$ cat config.mk
export PLATFORM = sky130hd
export DESIGN_NAME = cds_ctrl
export DESIGN_NICKNAME = d
export VERILOG_FILES = /design/src/cds_pkg.sv /design/src/cds_ctrl.sv
export SDC_FILE = /design/constraint.sdc
export NUM_CORES = 1
export LEC_CHECK = 0
export BUFFER_PORTS_ARGS = -buffer_cell sky130_fd_sc_hd__buf_2
export CAP_MARGIN = 20
export CORE_MARGIN = 8
export CORE_UTILIZATION = 50
export DETAILED_ROUTE_END_ITERATION = 7
export MAX_ROUTING_LAYER = met4
export PLACE_DENSITY_LB_ADDON = 0.12
export SLEW_MARGIN = 30
export SYNTH_ARGS = -nofsm -noshare
export SYNTH_HDL_FRONTEND = slang
export SYNTH_SLANG_ARGS = --single-unit
$ cat constraint.sdc
create_clock -name clk -period 5.4 [get_ports clk]
set_input_delay 1.62 -clock clk [delete_from_list [all_inputs] [get_ports clk]]
set_output_delay 1.62 -clock clk [all_outputs]
set_load 0.005 [all_outputs]
$ cat src/cds_pkg.sv
// Shared types and constants for the contact distance score block.
package cds_pkg;

  localparam int COORD_WIDTH_DEF = 20;
  localparam int SQRT_STEPS      = 32;
  localparam int EXP_BITS        = 20;
  localparam int NUM_W           = 64;
  localparam int DEN_W           = 48;

  localparam logic [62:0] ONE_Q62 = 63'h4000_0000_0000_0000;
  localparam logic [62:0] F0_Q62  = 63'h4000_0000_0000_0000 - 63'h0000_4000_0000_0000
                                    + 63'h0000_0000_2000_0000 - 63'd2731;
  localparam logic [63:0] E_Q16        = 64'd178145;
  localparam logic [16:0] TAIL_LIMIT   = 17'd4096;
  localparam logic [47:0] RATIO_LIMIT  = 48'd720896;
  localparam logic [30:0] SCORE_MAX    = 31'h7FFF_FFFF;
  localparam logic [39:0] TOTAL_MAX    = 40'hFF_FFFF_FFFF;
  localparam logic [15:0] MID_RESET    = 16'd2048;
  localparam logic [15:0] CUT_RESET    = 16'd5120;

  localparam logic REG_MIDPOINT = 1'b0;
  localparam logic REG_CUTOFF   = 1'b1;

  localparam logic [1:0] AXIS_X = 2'd0;
  localparam logic [1:0] AXIS_Y = 2'd1;
  localparam logic [1:0] AXIS_Z = 2'd2;

  typedef enum logic {MUL_ACC, MUL_SQ} mul_sel_t;
  typedef enum logic [1:0] {DIV_SIG, DIV_RATIO, DIV_EPOS} div_sel_t;

  typedef struct packed {
    logic       load;
    logic       sq_step;
    logic [1:0] axis;
    logic       sqrt_step;
    logic       sqrt_round;
    logic       sig_prep;
    logic       pen_prep;
    logic [4:0] exp_idx;
    logic       mul_start;
    mul_sel_t   mul_sel;
    logic       e30_calc;
    logic       x_calc;
    logic       div_start;
    div_sel_t   div_sel;
    logic       base1;
    logic       base2;
    logic       score;
    logic       emit;
  } cds_cmd_t;

  typedef struct packed {
    logic mul_done;
    logic div_done;
    logic ubit;
    logic tail;
    logic far;
    logic rbig;
  } cds_sts_t;

endpackage

$ cat src/cds_ctrl.sv
// Controller state machine sequencing the datapath for one contact.
module cds_ctrl (
  input  logic                clk,
  input  logic                rst,
  input  logic                in_valid,
  output logic                in_ready,
  output logic                out_valid,
  input  logic                out_ready,
  output cds_pkg::cds_cmd_t   cmd,
  input  cds_pkg::cds_sts_t   sts
);
  import cds_pkg::*;

  typedef enum logic [22:0] {
    S_IDLE    = 23'h000001, S_SQ      = 23'h000002, S_SQRT    = 23'h000004,
    S_ROUND   = 23'h000008, S_SIGPREP = 23'h000010, S_EXP_TEST = 23'h000020,
    S_EXP_WA  = 23'h000040, S_EXP_SQ  = 23'h000080, S_EXP_WF  = 23'h000100,
    S_E30     = 23'h000200, S_SDIV    = 23'h000400, S_SDIV_W  = 23'h000800,
    S_BASE1   = 23'h001000, S_BASE2   = 23'h002000, S_RDIV    = 23'h004000,
    S_RDIV_W  = 23'h008000, S_RCHK    = 23'h010000, S_PENPREP = 23'h020000,
    S_XCALC   = 23'h040000, S_EDIV    = 23'h080000, S_EDIV_W  = 23'h100000,
    S_SCORE   = 23'h200000, S_EMIT    = 23'h400000
  } state_t;

  state_t     state, state_next;
  logic [5:0] cnt, cnt_next;
  logic       pen_phase, pen_phase_next;

  assign in_ready = (state == S_IDLE);

  always_comb begin
    state_next     = state;
    cnt_next       = cnt;
    pen_phase_next = pen_phase;
    cmd            = '0;
    cmd.axis       = cnt[1:0];
    cmd.exp_idx    = cnt[4:0];
    case (state)
      S_IDLE: begin
        if (in_valid) begin
          cmd.load   = 1'b1;
          cnt_next   = '0;
          state_next = S_SQ;
        end
      end
      S_SQ: begin
        cmd.sq_step = 1'b1;
        cnt_next    = cnt + 6'd1;
        if (cnt == 6'd2) begin
          cnt_next   = '0;
          state_next = S_SQRT;
        end
      end
      S_SQRT: begin
        cmd.sqrt_step = 1'b1;
        cnt_next      = cnt + 6'd1;
        if (cnt == 6'(SQRT_STEPS - 1)) state_next = S_ROUND;
      end
      S_ROUND: begin
        cmd.sqrt_round = 1'b1;
        state_next     = S_SIGPREP;
      end
      S_SIGPREP: begin
        cmd.sig_prep   = 1'b1;
        cnt_next       = '0;
        pen_phase_next = 1'b0;
        state_next     = sts.tail ? S_E30 : S_EXP_TEST;
      end
      S_EXP_TEST: begin
        if (cnt == 6'(EXP_BITS)) begin
          state_next = pen_phase ? S_XCALC : S_E30;
        end else if (sts.ubit) begin
          cmd.mul_start = 1'b1;
          cmd.mul_sel   = MUL_ACC;
          state_next    = S_EXP_WA;
        end else begin
          state_next = S_EXP_SQ;
        end
      end
      S_EXP_WA: if (sts.mul_done) state_next = S_EXP_SQ;
      S_EXP_SQ: begin
        cmd.mul_start = 1'b1;
        cmd.mul_sel   = MUL_SQ;
        state_next    = S_EXP_WF;
      end
      S_EXP_WF: begin
        if (sts.mul_done) begin
          cnt_next   = cnt + 6'd1;
          state_next = S_EXP_TEST;
        end
      end
      S_E30: begin
        cmd.e30_calc = 1'b1;
        state_next   = S_SDIV;
      end
      S_SDIV: begin
        cmd.div_start = 1'b1;
        cmd.div_sel   = DIV_SIG;
        state_next    = S_SDIV_W;
      end
      S_SDIV_W: begin
        cmd.div_sel = DIV_SIG;
        if (sts.div_done) state_next = S_BASE1;
      end
      S_BASE1: begin
        cmd.base1  = 1'b1;
        state_next = S_BASE2;
      end
      S_BASE2: begin
        cmd.base2  = 1'b1;
        state_next = sts.far ? S_RDIV : S_SCORE;
      end
      S_RDIV: begin
        cmd.div_start = 1'b1;
        cmd.div_sel   = DIV_RATIO;
        state_next    = S_RDIV_W;
      end
      S_RDIV_W: begin
        cmd.div_sel = DIV_RATIO;
        if (sts.div_done) state_next = S_RCHK;
      end
      S_RCHK: state_next = sts.rbig ? S_SCORE : S_PENPREP;
      S_PENPREP: begin
        cmd.pen_prep   = 1'b1;
        cnt_next       = '0;
        pen_phase_next = 1'b1;
        state_next     = S_EXP_TEST;
      end
      S_XCALC: begin
        cmd.x_calc = 1'b1;
        state_next = S_EDIV;
      end
      S_EDIV: begin
        cmd.div_start = 1'b1;
        cmd.div_sel   = DIV_EPOS;
        state_next    = S_EDIV_W;
      end
      S_EDIV_W: begin
        cmd.div_sel = DIV_EPOS;
        if (sts.div_done) state_next = S_SCORE;
      end
      S_SCORE: begin
        cmd.score  = 1'b1;
        state_next = S_EMIT;
      end
      S_EMIT: begin
        if (!out_valid || out_ready) begin
          cmd.emit   = 1'b1;
          state_next = S_IDLE;
        end
      end
      default: state_next = S_IDLE;
    endcase
  end

  always_ff @(posedge clk) begin
    if (rst) begin
      state     <= S_IDLE;
      cnt       <= '0;
      pen_phase <= 1'b0;
      out_valid <= 1'b0;
    end else begin
      state     <= state_next;
      cnt       <= cnt_next;
      pen_phase <= pen_phase_next;
      if (cmd.emit)     out_valid <= 1'b1;
      else if (out_ready) out_valid <= 1'b0;
    end
  end

`ifndef SYNTHESIS
  a_emit_free: assert property (@(posedge clk) disable iff (rst)
    cmd.emit |-> (!out_valid || out_ready)) else $error("emit over held result");
  a_emit_valid: assert property (@(posedge clk) disable iff (rst)
    cmd.emit |=> out_valid) else $error("result not presented");
  a_accept_start: assert property (@(posedge clk) disable iff (rst)
    (in_valid && in_ready) |=> (state == S_SQ)) else $error("transfer not started");
  a_mul_idle: assert property (@(posedge clk) disable iff (rst)
    cmd.mul_start |-> !sts.mul_done) else $error("multiplier restarted at done");
`endif
endmodule
==> summary.md <==
| Metric | Value |
|---|---|
| Status | `finished, final reports clean` |
| Max layer used | `met4` |
| Std cell rows | `23` |
| CP max-delay cell | `nor4_2` |
| Met1 wire length | `approximately 2700 µm` |
| Largest net degree at the start of global routing | `20` |
| Worst Hold Class | `reg2reg` |
| Vias per cell | `approximately 6.4` |
| Simple-gate share of the synthesized area | `45.2%` |
| Post-synthesis compound-gate area fraction | `roughly 14%` |
| Diode count | `0` |
| Count leader, synth | `dfxtp_1` |
| Critical Path, Cell by Cell | `nor4_2 -> nand2_1 -> or3_1 -> or4b_1 -> nand3_1 -> buf_2` |
| Post-synth top area cell | `dfxtp_1` |
| Tightest Pin Transition | `0.794 ns` |
| Fin crit period | `4.46 ns` |
| Nets | `299` |
| Post-CTS Setup Inserts | `0` |
| Maximum VDD drop | `between 0.00015 and 0.0002 V` |
| WL met2 | `2550 µm` |
| Count of state elements after synthesis | `31` |
| CTS tree | `yes` |
| PortBufs | `35` |
| Post-synthesis sequential area ratio | `29.7%` |
| Drt wl/cell | `17.5 µm` |
| Cell variety after synth | `52` |
| First-pass GRT wire length | `around 9400 µm` |
| Filler Cell Count | `371` |
| Setup Viol. Count Final | `0` |
| Top post-synthesis cells by count | `dfxtp_1 (31), nor2_1 (20), nor3_1 (16), inv_1 (13)` |
| Max Clock Freq | `224 MHz` |
| Fin. Hold Viols | `0` |
| Synth Area in XOR/XNOR | `approximately 1.7%` |
| Die ar. | `between 0.006 and 0.007 mm²` |
| Later-pin clock latency in the skew report | `about 0.28 ns` |
| NetSw | `0.145 mW` |
| Clock-pin slew on the worst setup and hold paths | `0.07 ns` |
| Clock buffer depth | `2` |
| Post-synth top flop | `dfxtp_1` |
| Worst setup SP type | `flop` |
| Global route overflow | `0` |
| Dpl ws | `1.34 ns` |
| Post-synth EDFFs | `0` |
| Cells after Synth | `approximately 260` |
| Mux cell area share after synthesis | `less than 1%` |
| DRC Markers | `0` |
| Dpl hpwl | `4380 µm` |
| Footprint of the multi-input gates | `0.00133 mm²` |
| Warnings from Yosys | `0` |
| Clock share of power | `38.6%` |
| Placeable Area | `0.00400 mm²` |
| Unrepaired setup endpoints after global routing | `false` |
| Met3 Routed Length | `482 µm` |
| Cts hold-fix bufs | `0` |
| Via Count | `2153` |
| Ranking of synthesized cells by area | `dfxtp_1 (30%), nor3_1 (3.8%), nor2_1 (3.6%)` |
| Share of layout cells above drive strength 1 | `20.2%` |
| Initial antenna violation count | `0` |
| Clock Sinks | `31` |
| Worst Path Arrival | `between 2 and 3 ns` |
| Static Leakage | `0.998 nW` |
| Detailed Routing Iterations Pass 1 | `5` |
| Worst Setup End Kind | `output pin` |
| Die height | `80.6 µm` |
| Max-slew violations | `0` |
| Maximum fanout along the worst path | `8` |
| Post-Syn Nets | `271` |
| DRT Wirelength | `5880 µm` |
| Share of the synthesized area in the top cell type | `~30%` |
| Power Dens Cells | `approximately 220 mW/mm²` |
| Initial DRC count | `275` |
| Die W | `80.6 µm` |
| Sequential power share | `45.0%` |
| IO Pins | `36` |
| Starting Density | `approximately 52%` |
| Vias in the first global route | `1960` |
| Setup CP Type | `reg2out` |
| Adder-Cell Fraction of Synth Area | `~1.8%` |
| GPL Wtd Cong | `0.925` |
| Clock root buffer | `clkbuf_8` |
| Post-DRT Antenna Nets | `0` |
| Internal power | `0.379 mW` |
| Switching share of power | `27.7%` |
| CTS Buf Count | `5` |
| Final WS setup | `0.942 ns` |
| Setup TNS | `0 ns` |
| Seq. cell area | `621 µm²` |
| Mean post-synth cell area | `8.09 µm²` |
| Period utilization | `slightly above 80%` |
| CTS-repair resized insts | `0` |
| Max-cap violations | `0` |
| H-tree levels | `2` |
| Layout overhead on the synthesized area | `12.3%` |
| Post-Synthesis Cell Area | `0.00209 mm²` |
| GR Util All Layers | `18.8%` |
| Logic pwr share | `16.4%` |
| Max incr delay on CP | `0.71 ns` |
| Final clock skew | `0.00581 ns` |
| Required time worst endpoint | `roughly 3.8 ns` |
| Post-synth ARST share | `0%` |
| Largest family of logic cells by synthesized area | `simple AND/OR/NAND/NOR gates` |
| Max_slew headroom | `46.3%` |
-- flip-flops by register name (all words and copies together) (netlist names) --
signal	count
cnt	6
out_valid	1
pen_phase	1
state	23
-- cells in the final DEF, fill, tap and decap left out, types with 4 or more instances in the layout --
cell type / instances
buf_2: 35
and3_1: 5
a21oi_1: 12
or3_1: 7
o21ai_1: 5
or4_1: 7
nand2b_1: 11
nand4_1: 8
nor4_1: 12
nand2_1: 10
nor2_1: 20
nand3_1: 10
dfxtp_1: 31
nand3b_1: 7
and2_1: 4
inv_1: 13
clkbuf_8: 7
o31ai_1: 8
nor3_1: 16
-- cells by family (layout without fill, tap and decap cells) --
family / count (synthesis) / after routing
adders and majority gates: 3 / 3
xor gates and xnor gates: 4 / 4
AOI/OAI and AO/OA: 45 / 45
DFF: 31 / 31
buffers and inverters: 28 / 57
muxes: 1 / 1
and+or+nand+nor: 146 / 146
-- worst max-delay path, delay by kind of cell, from the launching register on --
family | cells | cell delay, ns
buffers and inverters | 1 | 0.14
DFF | 1 | 0.35
and+or+nand+nor | 5 | 2.06
-- final cells by class --
cell class,count,area share (%)
inverters,13,2.08
well taps,50,2.67
multi-input cells,199,56.7
repair buffers,36,7.79
clock buffers,8,4.27
flip-flops and latches,31,26.5
-- final timing paths --
path / startpoint / endpoint / slack [ns] / cells past startpoint
worst max register to register: state[17] / state[9] / 2.44 / 6
worst min-delay path: out_valid / out_valid / 0.48 / 2
worst min register to register: out_valid / out_valid / 0.48 / 2
worst max-delay path: state[4] / cmd[6] / 0.94 / 6
-- metrics by stage --
stage	cells	power [mW]	utilization (%)	area [µm²]	hold WS, ns
finish	337	0.524	58.6	2340	0.485
detailed placement	329	0.325	56.1	2240	0.474
floorplan	258	0.302	-	2090	0.459
CTS	337	0.528	58.6	2340	0.486
global placement	329	0.326	56.1	2240	0.469
global route	337	0.548	58.6	2340	0.509
-- layer usage --
metal	GRT usage (%)	vias to the layer above
met2	27.2	100
met5	-	-
met3	5.13	10
met4	6.73	0
li1	-	1029
met1	24.4	1014
-- power groups by stage --
stage	Clock (mW)	Combinational, mW	Sequential, mW
final	0.202	0.0861	0.236
after global routing	0.216	0.0950	0.237
after CTS	0.207	0.0849	0.236
after detailed placement	0	0.0840	0.241
after global placement	0	0.0848	0.241
after floorplan	0	0.0626	0.239
No activity file was read; power rests on OpenSTA's default activity.
